File: src/hdl/cube_vertex_rotate_project_defines.svh
// Assertion macros shared by the cube vertex projector RTL.
// No dependencies; included by files that carry concurrent checks.
`ifndef CUBE_VERTEX_ROTATE_PROJECT_DEFINES_SVH
`define CUBE_VERTEX_ROTATE_PROJECT_DEFINES_SVH
`ifndef SYNTHESIS
`define CVRP_ASSERT(lbl, prop) \
    lbl: assert property (@(posedge clk) disable iff (!rst_n) prop) \
        else $error("cvrp assertion failed");
`define CVRP_ASSERT_NEXT(lbl, ante, cons) \
    lbl: assert property (@(posedge clk) disable iff (!rst_n) (ante) |=> (cons)) \
        else $error("cvrp assertion failed");
`else
`define CVRP_ASSERT(lbl, prop)
`define CVRP_ASSERT_NEXT(lbl, ante, cons)
`endif
`endif

File: src/hdl/cvrp_pkg.sv
// Package for the cube vertex projector: state codes, command struct,
// register indexes and the Q1.15 sine table. No dependencies.
`default_nettype none
package cvrp_pkg;

    localparam int NUM_CORNERS = 8;

    typedef enum logic [2:0] {
        REG_CUBE_HALF       = 3'd0,
        REG_SCREEN_WIDTH    = 3'd1,
        REG_SCREEN_HEIGHT   = 3'd2,
        REG_FOCAL_SCALE     = 3'd3,
        REG_CAMERA_DISTANCE = 3'd4
    } cfg_reg_t;

    typedef enum logic [11:0] {
        S_IDLE   = 12'b0000_0000_0001,
        S_TRIG   = 12'b0000_0000_0010,
        S_LOAD   = 12'b0000_0000_0100,
        S_MUL1   = 12'b0000_0000_1000,
        S_MUL2   = 12'b0000_0001_0000,
        S_DEPTH  = 12'b0000_0010_0000,
        S_PMUL1  = 12'b0000_0100_0000,
        S_PMUL2  = 12'b0000_1000_0000,
        S_DIVSET = 12'b0001_0000_0000,
        S_DIV    = 12'b0010_0000_0000,
        S_DIVEND = 12'b0100_0000_0000,
        S_EMIT   = 12'b1000_0000_0000
    } state_t;

    typedef struct packed {
        logic       accept;
        logic       trig;
        logic       load;
        logic       mul1;
        logic       mul2;
        logic       depth;
        logic       pmul1;
        logic       pmul2;
        logic       divset;
        logic       div;
        logic       divend;
        logic       emit;
        logic       axis;
        logic [2:0] rot;
    } cmd_t;

    function automatic logic [91*16-1:0] build_sine();
        longint c;
        longint s;
        longint q;
        longint nc;
        longint ns;
        logic [91*16-1:0] t;
        c = 64'sd1 <<< 30;
        s = 0;
        t = '0;
        for (int k = 0; k <= 90; k++)
        begin
            q = (s + 16384) >>> 15;
            if (q > 32767)
                q = 32767;
            t[k*16 +: 16] = q[15:0];
            nc = c * 64'sd1073578288 - s * 64'sd18739379;
            ns = s * 64'sd1073578288 + c * 64'sd18739379;
            if (nc < 0)
                nc = 0;
            c = (nc + (64'sd1 <<< 29)) >>> 30;
            s = (ns + (64'sd1 <<< 29)) >>> 30;
        end
        return t;
    endfunction

    localparam logic [91*16-1:0] SINE_TAB = build_sine();

    // a in 0..449, folded into one period first
    function automatic logic signed [16:0] sin_lookup(input logic [9:0] a);
        logic [9:0]  w;
        logic [9:0]  idx;
        logic        neg;
        logic [15:0] mag;
        w = (a >= 10'd360) ? a - 10'd360 : a;
        neg = 1'b0;
        if (w <= 10'd90)
            idx = w;
        else if (w <= 10'd180)
            idx = 10'd180 - w;
        else if (w <= 10'd270)
        begin
            idx = w - 10'd180;
            neg = 1'b1;
        end
        else
        begin
            idx = 10'd360 - w;
            neg = 1'b1;
        end
        mag = SINE_TAB[idx[6:0]*16 +: 16];
        return neg ? -$signed({1'b0, mag}) : $signed({1'b0, mag});
    endfunction

endpackage
`default_nettype wire

File: src/hdl/cube_vertex_rotate_project.sv
// Top level of the cube vertex projector: sequencer plus datapath.
// Depends on cvrp_pkg, cvrp_ctrl and cvrp_datapath.
//
// One input transaction is one display frame: with advance set the angle steps
// one degree (359 wraps to 0), then the eight cube corners are rotated about
// X, Y and Z, pushed back by camera_distance and perspective-projected, giving
// eight output transactions in corner order with last on the eighth. Frame
// length is set by the single shared multiplier (twelve products per corner for
// the rotations, four for projection) and a restoring divider producing one
// quotient bit per cycle, twelve bits for each of x and y. A new frame is taken
// once the previous frame's last point has been loaded into the output
// register. Configuration writes belong in idle.
`default_nettype none
module cube_vertex_rotate_project #(
    parameter int NUM_CORNERS = cvrp_pkg::NUM_CORNERS
) (
    input  wire logic                          clk,
    input  wire logic                          rst_n,
    input  wire logic                          cfg_write,
    input  wire logic [2:0]                    cfg_index,
    input  wire logic [11:0]                   cfg_data,
    input  wire logic                          in_valid,
    output logic                               in_stall,
    input  wire logic                          advance,
    output logic                               out_valid,
    input  wire logic                          out_stall,
    output logic [$clog2(NUM_CORNERS)-1:0]     vertex_index,
    output logic signed [11:0]                 screen_x,
    output logic signed [11:0]                 screen_y,
    output logic [8:0]                         angle_degrees,
    output logic                               last
);
    import cvrp_pkg::*;

    cmd_t                           cmd;
    logic [$clog2(NUM_CORNERS)-1:0] corner;

    cvrp_ctrl #(
        .NUM_CORNERS (NUM_CORNERS)
    ) u_ctrl (
        .clk       (clk),
        .rst_n     (rst_n),
        .in_valid  (in_valid),
        .in_stall  (in_stall),
        .out_valid (out_valid),
        .out_stall (out_stall),
        .corner    (corner),
        .cmd       (cmd)
    );

    cvrp_datapath #(
        .NUM_CORNERS (NUM_CORNERS)
    ) u_datapath (
        .clk           (clk),
        .rst_n         (rst_n),
        .cfg_write     (cfg_write),
        .cfg_index     (cfg_index),
        .cfg_data      (cfg_data),
        .advance       (advance),
        .cmd           (cmd),
        .corner        (corner),
        .vertex_index  (vertex_index),
        .screen_x      (screen_x),
        .screen_y      (screen_y),
        .angle_degrees (angle_degrees),
        .last          (last)
    );

endmodule
`default_nettype wire

File: src/hdl/cvrp_ctrl.sv
// Sequencer for the cube vertex projector: handshakes, corner, rotation
// and divider step counts. Depends on cvrp_pkg and the defines header.
`default_nettype none
`include "cube_vertex_rotate_project_defines.svh"
module cvrp_ctrl #(
    parameter int NUM_CORNERS = cvrp_pkg::NUM_CORNERS
) (
    input  wire logic                           clk,
    input  wire logic                           rst_n,
    input  wire logic                           in_valid,
    output logic                                in_stall,
    output logic                                out_valid,
    input  wire logic                           out_stall,
    output logic [$clog2(NUM_CORNERS)-1:0]      corner,
    output cvrp_pkg::cmd_t                      cmd
);
    import cvrp_pkg::*;

    localparam int CW = $clog2(NUM_CORNERS);
    localparam logic [CW-1:0] LAST_CORNER = CW'(NUM_CORNERS - 1);

    state_t        state_reg, state_next;
    logic [CW-1:0] corner_reg, corner_next;
    logic [2:0]    rot_reg, rot_next;
    logic          axis_reg, axis_next;
    logic [3:0]    cnt_reg, cnt_next;
    logic          out_valid_reg, out_valid_next;
    logic          out_free;

    assign out_free  = !out_valid_reg || !out_stall;
    assign in_stall  = (state_reg != S_IDLE);
    assign out_valid = out_valid_reg;
    assign corner    = corner_reg;

    always_comb
    begin
        state_next     = state_reg;
        corner_next    = corner_reg;
        rot_next       = rot_reg;
        axis_next      = axis_reg;
        cnt_next       = cnt_reg;
        out_valid_next = out_valid_reg && out_stall;
        cmd            = '0;
        cmd.axis       = axis_reg;
        cmd.rot        = rot_reg;
        case (state_reg)
            S_IDLE:
            begin
                if (in_valid)
                begin
                    cmd.accept  = 1'b1;
                    corner_next = '0;
                    state_next  = S_TRIG;
                end
            end
            S_TRIG:
            begin
                cmd.trig   = 1'b1;
                state_next = S_LOAD;
            end
            S_LOAD:
            begin
                cmd.load   = 1'b1;
                rot_next   = '0;
                state_next = S_MUL1;
            end
            S_MUL1:
            begin
                cmd.mul1   = 1'b1;
                state_next = S_MUL2;
            end
            S_MUL2:
            begin
                cmd.mul2 = 1'b1;
                rot_next = rot_reg + 3'd1;
                state_next = (rot_reg == 3'd5) ? S_DEPTH : S_MUL1;
            end
            S_DEPTH:
            begin
                cmd.depth  = 1'b1;
                axis_next  = 1'b0;
                state_next = S_PMUL1;
            end
            S_PMUL1:
            begin
                cmd.pmul1  = 1'b1;
                state_next = S_PMUL2;
            end
            S_PMUL2:
            begin
                cmd.pmul2  = 1'b1;
                state_next = S_DIVSET;
            end
            S_DIVSET:
            begin
                cmd.divset = 1'b1;
                cnt_next   = 4'd11;
                state_next = S_DIV;
            end
            S_DIV:
            begin
                cmd.div  = 1'b1;
                cnt_next = cnt_reg - 4'd1;
                if (cnt_reg == 4'd0)
                    state_next = S_DIVEND;
            end
            S_DIVEND:
            begin
                cmd.divend = 1'b1;
                if (axis_reg)
                    state_next = S_EMIT;
                else
                begin
                    axis_next  = 1'b1;
                    state_next = S_PMUL1;
                end
            end
            S_EMIT:
            begin
                if (out_free)
                begin
                    cmd.emit       = 1'b1;
                    out_valid_next = 1'b1;
                    corner_next    = corner_reg + CW'(1);
                    state_next     = (corner_reg == LAST_CORNER) ? S_IDLE : S_LOAD;
                end
            end
            default:
            begin
                state_next = S_IDLE;
            end
        endcase
    end

    always_ff @(posedge clk or negedge rst_n)
    begin
        if (!rst_n)
        begin
            state_reg     <= S_IDLE;
            corner_reg    <= '0;
            rot_reg       <= '0;
            axis_reg      <= 1'b0;
            cnt_reg       <= '0;
            out_valid_reg <= 1'b0;
        end
        else
        begin
            state_reg     <= state_next;
            corner_reg    <= corner_next;
            rot_reg       <= rot_next;
            axis_reg      <= axis_next;
            cnt_reg       <= cnt_next;
            out_valid_reg <= out_valid_next;
        end
    end

    `CVRP_ASSERT_NEXT(a_accept_trig, in_valid && !in_stall, state_reg == S_TRIG)
    `CVRP_ASSERT_NEXT(a_last_idle, state_reg == S_EMIT && out_free && corner_reg == LAST_CORNER,
        state_reg == S_IDLE)
    `CVRP_ASSERT(a_valid_from_emit, $rose(out_valid_reg) |-> $past(state_reg == S_EMIT))

endmodule
`default_nettype wire

File: src/hdl/cvrp_datapath.sv
// Datapath of the cube vertex projector: configuration, angle, shared
// multiplier, rotation registers, restoring divider and output register.
// Depends on cvrp_pkg.
`default_nettype none
module cvrp_datapath #(
    parameter int NUM_CORNERS = cvrp_pkg::NUM_CORNERS
) (
    input  wire logic                       clk,
    input  wire logic                       rst_n,
    input  wire logic                       cfg_write,
    input  wire logic [2:0]                 cfg_index,
    input  wire logic [11:0]                cfg_data,
    input  wire logic                       advance,
    input  wire cvrp_pkg::cmd_t             cmd,
    input  wire logic [$clog2(NUM_CORNERS)-1:0] corner,
    output logic [$clog2(NUM_CORNERS)-1:0]  vertex_index,
    output logic signed [11:0]              screen_x,
    output logic signed [11:0]              screen_y,
    output logic [8:0]                      angle_degrees,
    output logic                            last
);
    import cvrp_pkg::*;

    localparam int CW = $clog2(NUM_CORNERS);

    logic [4:0]  cube_half_reg;
    logic [7:0]  screen_width_reg;
    logic [7:0]  screen_height_reg;
    logic [11:0] focal_scale_reg;
    logic [9:0]  camera_distance_reg;
    logic [8:0]  angle_reg;

    logic signed [16:0] sin_reg, cos_reg;
    logic signed [15:0] x_reg, y_reg, z_reg, y2_reg, z2_reg, x3_reg, z3_reg, ax_reg, ay_reg;
    logic signed [39:0] acc_reg;
    logic signed [19:0] az_reg;
    logic signed [31:0] num_reg;
    logic [31:0]        rem_reg, dsh_reg;
    logic [11:0]        quo_reg;
    logic               neg_reg, zero_reg, sat_reg;
    logic signed [11:0] sx_reg, sy_reg;

    logic signed [19:0] mul_a;
    logic signed [17:0] mul_b;
    logic signed [37:0] prod;
    logic signed [39:0] rsum;
    logic signed [15:0] rres;
    logic signed [39:0] psum;
    logic [19:0]        dmag;
    logic [31:0]        nmag;
    logic signed [11:0] qres;
    logic signed [15:0] hval;
    logic [9:0]         cos_angle;

    assign hval      = $signed({3'b000, cube_half_reg, 8'h00});
    assign cos_angle = {1'b0, angle_reg} + 10'd90;

    always_comb
    begin
        mul_a = '0;
        mul_b = '0;
        if (cmd.pmul1)
        begin
            mul_a = az_reg;
            mul_b = cmd.axis ? $signed({11'b0, screen_height_reg[7:1]})
                             : $signed({11'b0, screen_width_reg[7:1]});
        end
        else if (cmd.pmul2)
        begin
            mul_a = cmd.axis ? 20'(ay_reg) : 20'(ax_reg);
            mul_b = $signed({6'b0, focal_scale_reg});
        end
        else
        begin
            case (cmd.rot)
                3'd0:
                begin
                    mul_a = cmd.mul2 ? 20'(z_reg) : 20'(y_reg);
                    mul_b = cmd.mul2 ? 18'(-sin_reg) : 18'(cos_reg);
                end
                3'd1:
                begin
                    mul_a = cmd.mul2 ? 20'(z_reg) : 20'(y_reg);
                    mul_b = cmd.mul2 ? 18'(cos_reg) : 18'(sin_reg);
                end
                3'd2:
                begin
                    mul_a = cmd.mul2 ? 20'(z2_reg) : 20'(x_reg);
                    mul_b = cmd.mul2 ? 18'(sin_reg) : 18'(cos_reg);
                end
                3'd3:
                begin
                    mul_a = cmd.mul2 ? 20'(z2_reg) : 20'(x_reg);
                    mul_b = cmd.mul2 ? 18'(cos_reg) : 18'(-sin_reg);
                end
                3'd4:
                begin
                    mul_a = cmd.mul2 ? 20'(y2_reg) : 20'(x3_reg);
                    mul_b = cmd.mul2 ? 18'(-sin_reg) : 18'(cos_reg);
                end
                3'd5:
                begin
                    mul_a = cmd.mul2 ? 20'(y2_reg) : 20'(x3_reg);
                    mul_b = cmd.mul2 ? 18'(cos_reg) : 18'(sin_reg);
                end
                default:
                begin
                    mul_a = '0;
                    mul_b = '0;
                end
            endcase
        end
    end

    assign prod = mul_a * mul_b;
    assign rsum = acc_reg + 40'(prod) + 40'sd16384;
    assign rres = rsum[30:15];
    assign psum = acc_reg + 40'(prod);
    assign dmag = az_reg[19] ? 20'(-az_reg) : 20'(az_reg);
    assign nmag = num_reg[31] ? 32'(-num_reg) : 32'(num_reg);

    always_comb
    begin
        if (zero_reg)
            qres = '0;
        else if (sat_reg)
            qres = neg_reg ? -12'sd2048 : 12'sd2047;
        else if (!neg_reg)
            qres = (quo_reg > 12'd2047) ? 12'sd2047 : $signed(quo_reg);
        else
            qres = (quo_reg > 12'd2048) ? -12'sd2048 : -$signed(quo_reg);
    end

    always_ff @(posedge clk or negedge rst_n)
    begin
        if (!rst_n)
        begin
            cube_half_reg       <= 5'd3;
            screen_width_reg    <= 8'd64;
            screen_height_reg   <= 8'd48;
            focal_scale_reg     <= 12'd600;
            camera_distance_reg <= 10'd150;
            angle_reg           <= '0;
        end
        else
        begin
            if (cfg_write)
            begin
                case (cfg_reg_t'(cfg_index))
                    REG_CUBE_HALF:       cube_half_reg       <= cfg_data[4:0];
                    REG_SCREEN_WIDTH:    screen_width_reg    <= cfg_data[7:0];
                    REG_SCREEN_HEIGHT:   screen_height_reg   <= cfg_data[7:0];
                    REG_FOCAL_SCALE:     focal_scale_reg     <= cfg_data;
                    REG_CAMERA_DISTANCE: camera_distance_reg <= cfg_data[9:0];
                    default:             ;
                endcase
            end
            if (cmd.accept && advance)
                angle_reg <= (angle_reg >= 9'd359) ? 9'd0 : angle_reg + 9'd1;
        end
    end

    always_ff @(posedge clk)
    begin
        if (cmd.trig)
        begin
            sin_reg <= sin_lookup({1'b0, angle_reg});
            cos_reg <= sin_lookup(cos_angle);
        end
        if (cmd.load)
        begin
            x_reg <= (corner[0] ^ corner[1]) ? hval : -hval;
            y_reg <= corner[1] ? hval : -hval;
            z_reg <= corner[2] ? hval : -hval;
        end
        if (cmd.mul1 || cmd.pmul1)
            acc_reg <= 40'(prod);
        if (cmd.mul2)
        begin
            case (cmd.rot)
                3'd0:    y2_reg <= rres;
                3'd1:    z2_reg <= rres;
                3'd2:    x3_reg <= rres;
                3'd3:    z3_reg <= rres;
                3'd4:    ax_reg <= rres;
                3'd5:    ay_reg <= rres;
                default: ;
            endcase
        end
        if (cmd.depth)
            az_reg <= 20'(z3_reg) - $signed({2'b00, camera_distance_reg, 8'h00});
        if (cmd.pmul2)
            num_reg <= psum[31:0];
        if (cmd.divset)
        begin
            // quotient sign from both operands; zero depth leaves the numerator sign
            neg_reg  <= num_reg[31] ^ az_reg[19];
            zero_reg <= (num_reg == '0);
            sat_reg  <= (nmag >= {dmag, 12'h000});
            rem_reg  <= nmag;
            dsh_reg  <= {1'b0, dmag, 11'b0};
            quo_reg  <= '0;
        end
        if (cmd.div)
        begin
            if (rem_reg >= dsh_reg)
            begin
                rem_reg <= rem_reg - dsh_reg;
                quo_reg <= {quo_reg[10:0], 1'b1};
            end
            else
                quo_reg <= {quo_reg[10:0], 1'b0};
            dsh_reg <= dsh_reg >> 1;
        end
        if (cmd.divend)
        begin
            if (cmd.axis)
                sy_reg <= qres;
            else
                sx_reg <= qres;
        end
        if (cmd.emit)
        begin
            vertex_index  <= corner;
            screen_x      <= sx_reg;
            screen_y      <= sy_reg;
            angle_degrees <= angle_reg;
            last          <= (corner == CW'(NUM_CORNERS - 1));
        end
    end

endmodule
`default_nettype wire
File: config.mk
export PLATFORM = sky130hd
export DESIGN_NAME = cube_vertex_rotate_project
export DESIGN_NICKNAME = d
export VERILOG_FILES = /design/src/hdl/cvrp_pkg.sv /design/src/hdl/cube_vertex_rotate_project.sv /design/src/hdl/cvrp_ctrl.sv /design/src/hdl/cvrp_datapath.sv
export VERILOG_INCLUDE_DIRS = /design/src /design/src/hdl
export SDC_FILE = /design/constraint.sdc
export NUM_CORES = 2
export LEC_CHECK = 0
export BUFFER_PORTS_ARGS = -buffer_cell sky130_fd_sc_hd__buf_2
export CAP_MARGIN = 20
export CELL_PAD_IN_SITES_DETAIL_PLACEMENT = 0
export CELL_PAD_IN_SITES_GLOBAL_PLACEMENT = 2
export CORE_MARGIN = 2
export CORE_UTILIZATION = 30
export DETAILED_ROUTE_END_ITERATION = 10
export GPL_TIMING_DRIVEN = 0
export HOLD_SLACK_MARGIN = 0.08
export PLACE_DENSITY = 0.65
export SLEW_MARGIN = 20
export SYNTH_ARGS = -nofsm -noshare
export SYNTH_HDL_FRONTEND = slang
export SYNTH_SLANG_ARGS = --single-unit
File: constraint.sdc
create_clock -name clk -period 14.3 [get_ports clk]
set_clock_uncertainty 0.1 [all_clocks]
set_input_delay 1.43 -clock clk [delete_from_list [all_inputs] [get_ports clk]]
set_output_delay 1.43 -clock clk [all_outputs]
set_load 0.02 [all_outputs]
==> flow_summary_export.csv <==
group,metric,value,unit
worst_setup_path,cp_max_fo,18,
global_routing,grt_pass1_vias,33600,
place,place_congestion,0.909,
route,drt_wl_total,142,mm
floorplanning,coreArea,136000,um^2
sta,setup_violations,0,
floorplanning,ios,60,
synth,syn_nets,4940,
synth,synthCells,4355,
route,wl_met2,65.0,mm
route,wl_met3,6.66,mm
global_routing,grt_use_total,20.1,%
place,io_buffers,59,
layout,finalNonFillerCells,6303,
synth,seq_area_frac_synth,31.1,%
cts,clk_pin_slew,0.06,ns
sta,fmax,73.8,MHz
global_routing,grt_max_degree,49,
worst_setup_path,r2r-end,"u_datapath.ay_reg[15]$_DFFE_PP_",
global_routing,antenna_found_initial,5,
worst_setup_path,timing.rr.start,"u_ctrl.state_reg[5]$_DFFE_PN0P_",
synth,syn-cell-area,41200,um^2
route,dr_total_vias,33000,
cts,clockBufferDepth,3,
cts,root_buffer,"clkbuf_16",
route,ant_nets,0,
sta,slew-limit-headroom,20.0,%
sta,drv_slew,0,
cts,clkSinkCount,449,
worst_setup_path,endpoint,"u_datapath.ay_reg[15]$_DFFE_PP_",
layout,syn_to_final_growth,11.1,%
sta,rsz0062_at_grt,"false",
floorplanning,fp.dieW,375,um
worst_setup_path,setup.worst_path.end_class,"flip-flop",
run_status,status,"complete, no violations",
cts,cts_tree,"built",
synth,avgSynthCellArea,9.46,um^2
cts,numCtsBuffers,50,
hold_path,hp-class,"flip-flop to flip-flop",
route,first_pass_iters,5,
route,wl_per_cell,22.5,um
floorplanning,initial_core_util,30.3,%
route,routed.top_layer,"met4",
floorplanning,fp-row-count,135,
sta,worst_slew_pin_slew,1.20,ns
cts,htreeDepth,2,
synth,async_flop_share,16.5,%
place,place_hpwl,113,mm
synth,yosys_register_bits,449,
worst_setup_path,cp-start-kind,"flip-flop",
sta,period_needed,13.55,ns
cts,insertion_delay,0.62,ns
sta,hold_viol,0,
place,dp_cells,6206,
worst_setup_path,crit_arrival,13.79,ns
layout,drive_above_1_share,8.81,%
sta,period_share,94.7,%
worst_setup_path,cp.required,14.54,ns
worst_setup_path,reg2reg_depth,45,
worst_setup_path,r2r_slack,0.75,ns
layout,fin_nets,5064,
route,wl_met1,66.7,mm
route,routed_via_density,5.24,
worst_setup_path,crit_slowest_cell,"nor2_4",
route,drc_errors,0,
worst_setup_path,critPathKind,"flip-flop to flip-flop",
synth,synthDistinctLibCells,122,
synth,synth_ff_type,"edfxtp_1",
cts,cts_hold_buf,0,
floorplanning,dieArea,140000,um^2
synth,yosys_warnings,0,
run,maxCapViolations,0,
synth,synth_edf_count,343,
layout,utilization,33.7,%
floorplanning,die_h,375,um
route,drt-initial-drc-count,2721,
worst_setup_path,cp_slowest_stage_delay,0.67,ns
global_routing,grt_pass1_wl,217,mm
worst_setup_path,cp-startpoint,"u_ctrl.state_reg[5]$_DFFE_PN0P_",
global_routing,grt.overflow.total,0,
cells in the final DEF (no fill, tap or decap), types with 54 or more instances in the layout:
| cell type | synthesis | routed |
|---|---|---|
| fa_1 | 311 | 311 |
| buf_2 | 36 | 94 |
| inv_1 | 507 | 506 |
| nand3_1 | 71 | 71 |
| a21oi_1 | 235 | 231 |
| nor2_1 | 333 | 323 |
| and2_1 | 83 | 83 |
| a21o_1 | 54 | 54 |
| clkbuf_1 | 125 | 123 |
| edfxtp_1 | 343 | 343 |
| dfrtp_1 | 60 | 60 |
| nand2_1 | 474 | 473 |
| o21ai_0 | 196 | 195 |
| ha_1 | 253 | 253 |
| xnor2_1 | 128 | 127 |
| nor3_1 | 72 | 71 |
| mux2i_1 | 62 | 62 |
| xor2_1 | 80 | 79 |
cells in the mapped netlist, types with 32 or more instances:
library cell,number,share of area [%]
nand2_1,474,4.3
xor2_1,80,1.7
o211ai_1,43,0.78
nor2_1,333,3.0
o21ai_0,196,2.4
nand3_1,71,0.86
and2_1,83,1.3
dfxtp_1,32,1.6
dfrtp_1,60,3.6
a21oi_1,235,2.9
inv_1,507,4.6
buf_2,36,0.44
a21o_1,54,0.98
fa_1,311,15
mux2_2,42,1.1
a221oi_1,33,0.70
nor2b_1,39,0.59
a211oi_1,40,0.73
mux2i_1,62,1.5
ha_1,253,7.7
nor3_1,72,0.87
a31oi_1,35,0.53
edfxtp_1,343,25
xnor2_1,128,2.7
clkbuf_1,125,1.1
cells by family after synthesis:
family	share of synthesized area, %
adders and majority gates	22.8
xor gates and xnor gates	4.67
DFF	31.1
buffers and inverters	7.02
AOI/OAI and AO/OA	16.5
and+or+nand+nor	15.0
muxes	2.87
per-stage QoR:
| stage | hold slack [ns] | setup TNS (ns) | worst slack, ns | instance area, um^2 |
|---|---|---|---|---|
| after floorplan | 0.300 | 0 | 3.24 | 41200 |
| after global placement | 0.301 | -53.31 | -1.59 | 43700 |
| after detailed placement | 0.305 | -2.00 | -0.241 | 43900 |
| after CTS | 0.319 | 0 | 0.157 | 45700 |
| after global routing | 0.324 | 0 | 0.0223 | 45800 |
| final | 0.318 | 0 | 0.752 | 45800 |
timing repair:
action	in CTS	in global routing
hold endpoints to repair	0	0
resized for setup	3	27
endpoints found under the setup margin	18	37
buffers inserted	0	3
pin swaps	0	2
per-layer routing:
layer	global-route usage, %	up-vias
li1	-	15400
met1	28.5	16500
met2	32.6	889
met3	2.43	184
met4	4.66	0
met5	0	-
critical path, delay by kind of cell (launching register included):
family	cells	cell delay [ns]
fa+ha+maj	8	3.62
compound gates	12	2.67
xor+xnor	3	1.21
buf+inv	7	1.01
flops	1	0.44
simple gates	15	4.21
final cells by class:
type	instances	area (um^2)
Tap cell	1781	2230
Multi-Input combinational cell	3187	25600
Inverter	516	1940
Clock buffer	61	1300
Clock inverter	32	442
Timing Repair Buffer	73	474
Fill cell	14200	90000
Sequential cell	449	12800
Antenna cell	2	5.00
Buffer	202	962
worst min path at each step:
| stage | endpoint | cells past startpoint | startpoint |
|---|---|---|---|
| after CTS | u_datapath.az_reg[2]$_DFFE_PP_ | 0 | u_datapath.z3_reg[2]$_DFFE_PP_ |
| after global placement | u_datapath.az_reg[3]$_DFFE_PP_ | 0 | u_datapath.z3_reg[3]$_DFFE_PP_ |
| after floorplan | u_datapath.az_reg[0]$_DFFE_PP_ | 0 | u_datapath.z3_reg[0]$_DFFE_PP_ |
| final | u_datapath.screen_x[6]$_DFFE_PP_ | 0 | u_datapath.sx_reg[6]$_DFFE_PP_ |
| after global routing | u_datapath.az_reg[0]$_DFFE_PP_ | 0 | u_datapath.z3_reg[0]$_DFFE_PP_ |
| after detailed placement | u_datapath.az_reg[2]$_DFFE_PP_ | 0 | u_datapath.z3_reg[2]$_DFFE_PP_ |
Power is not shown: default switching activity piles up to over one toggle a cycle in this logic, so the estimate is an artifact.
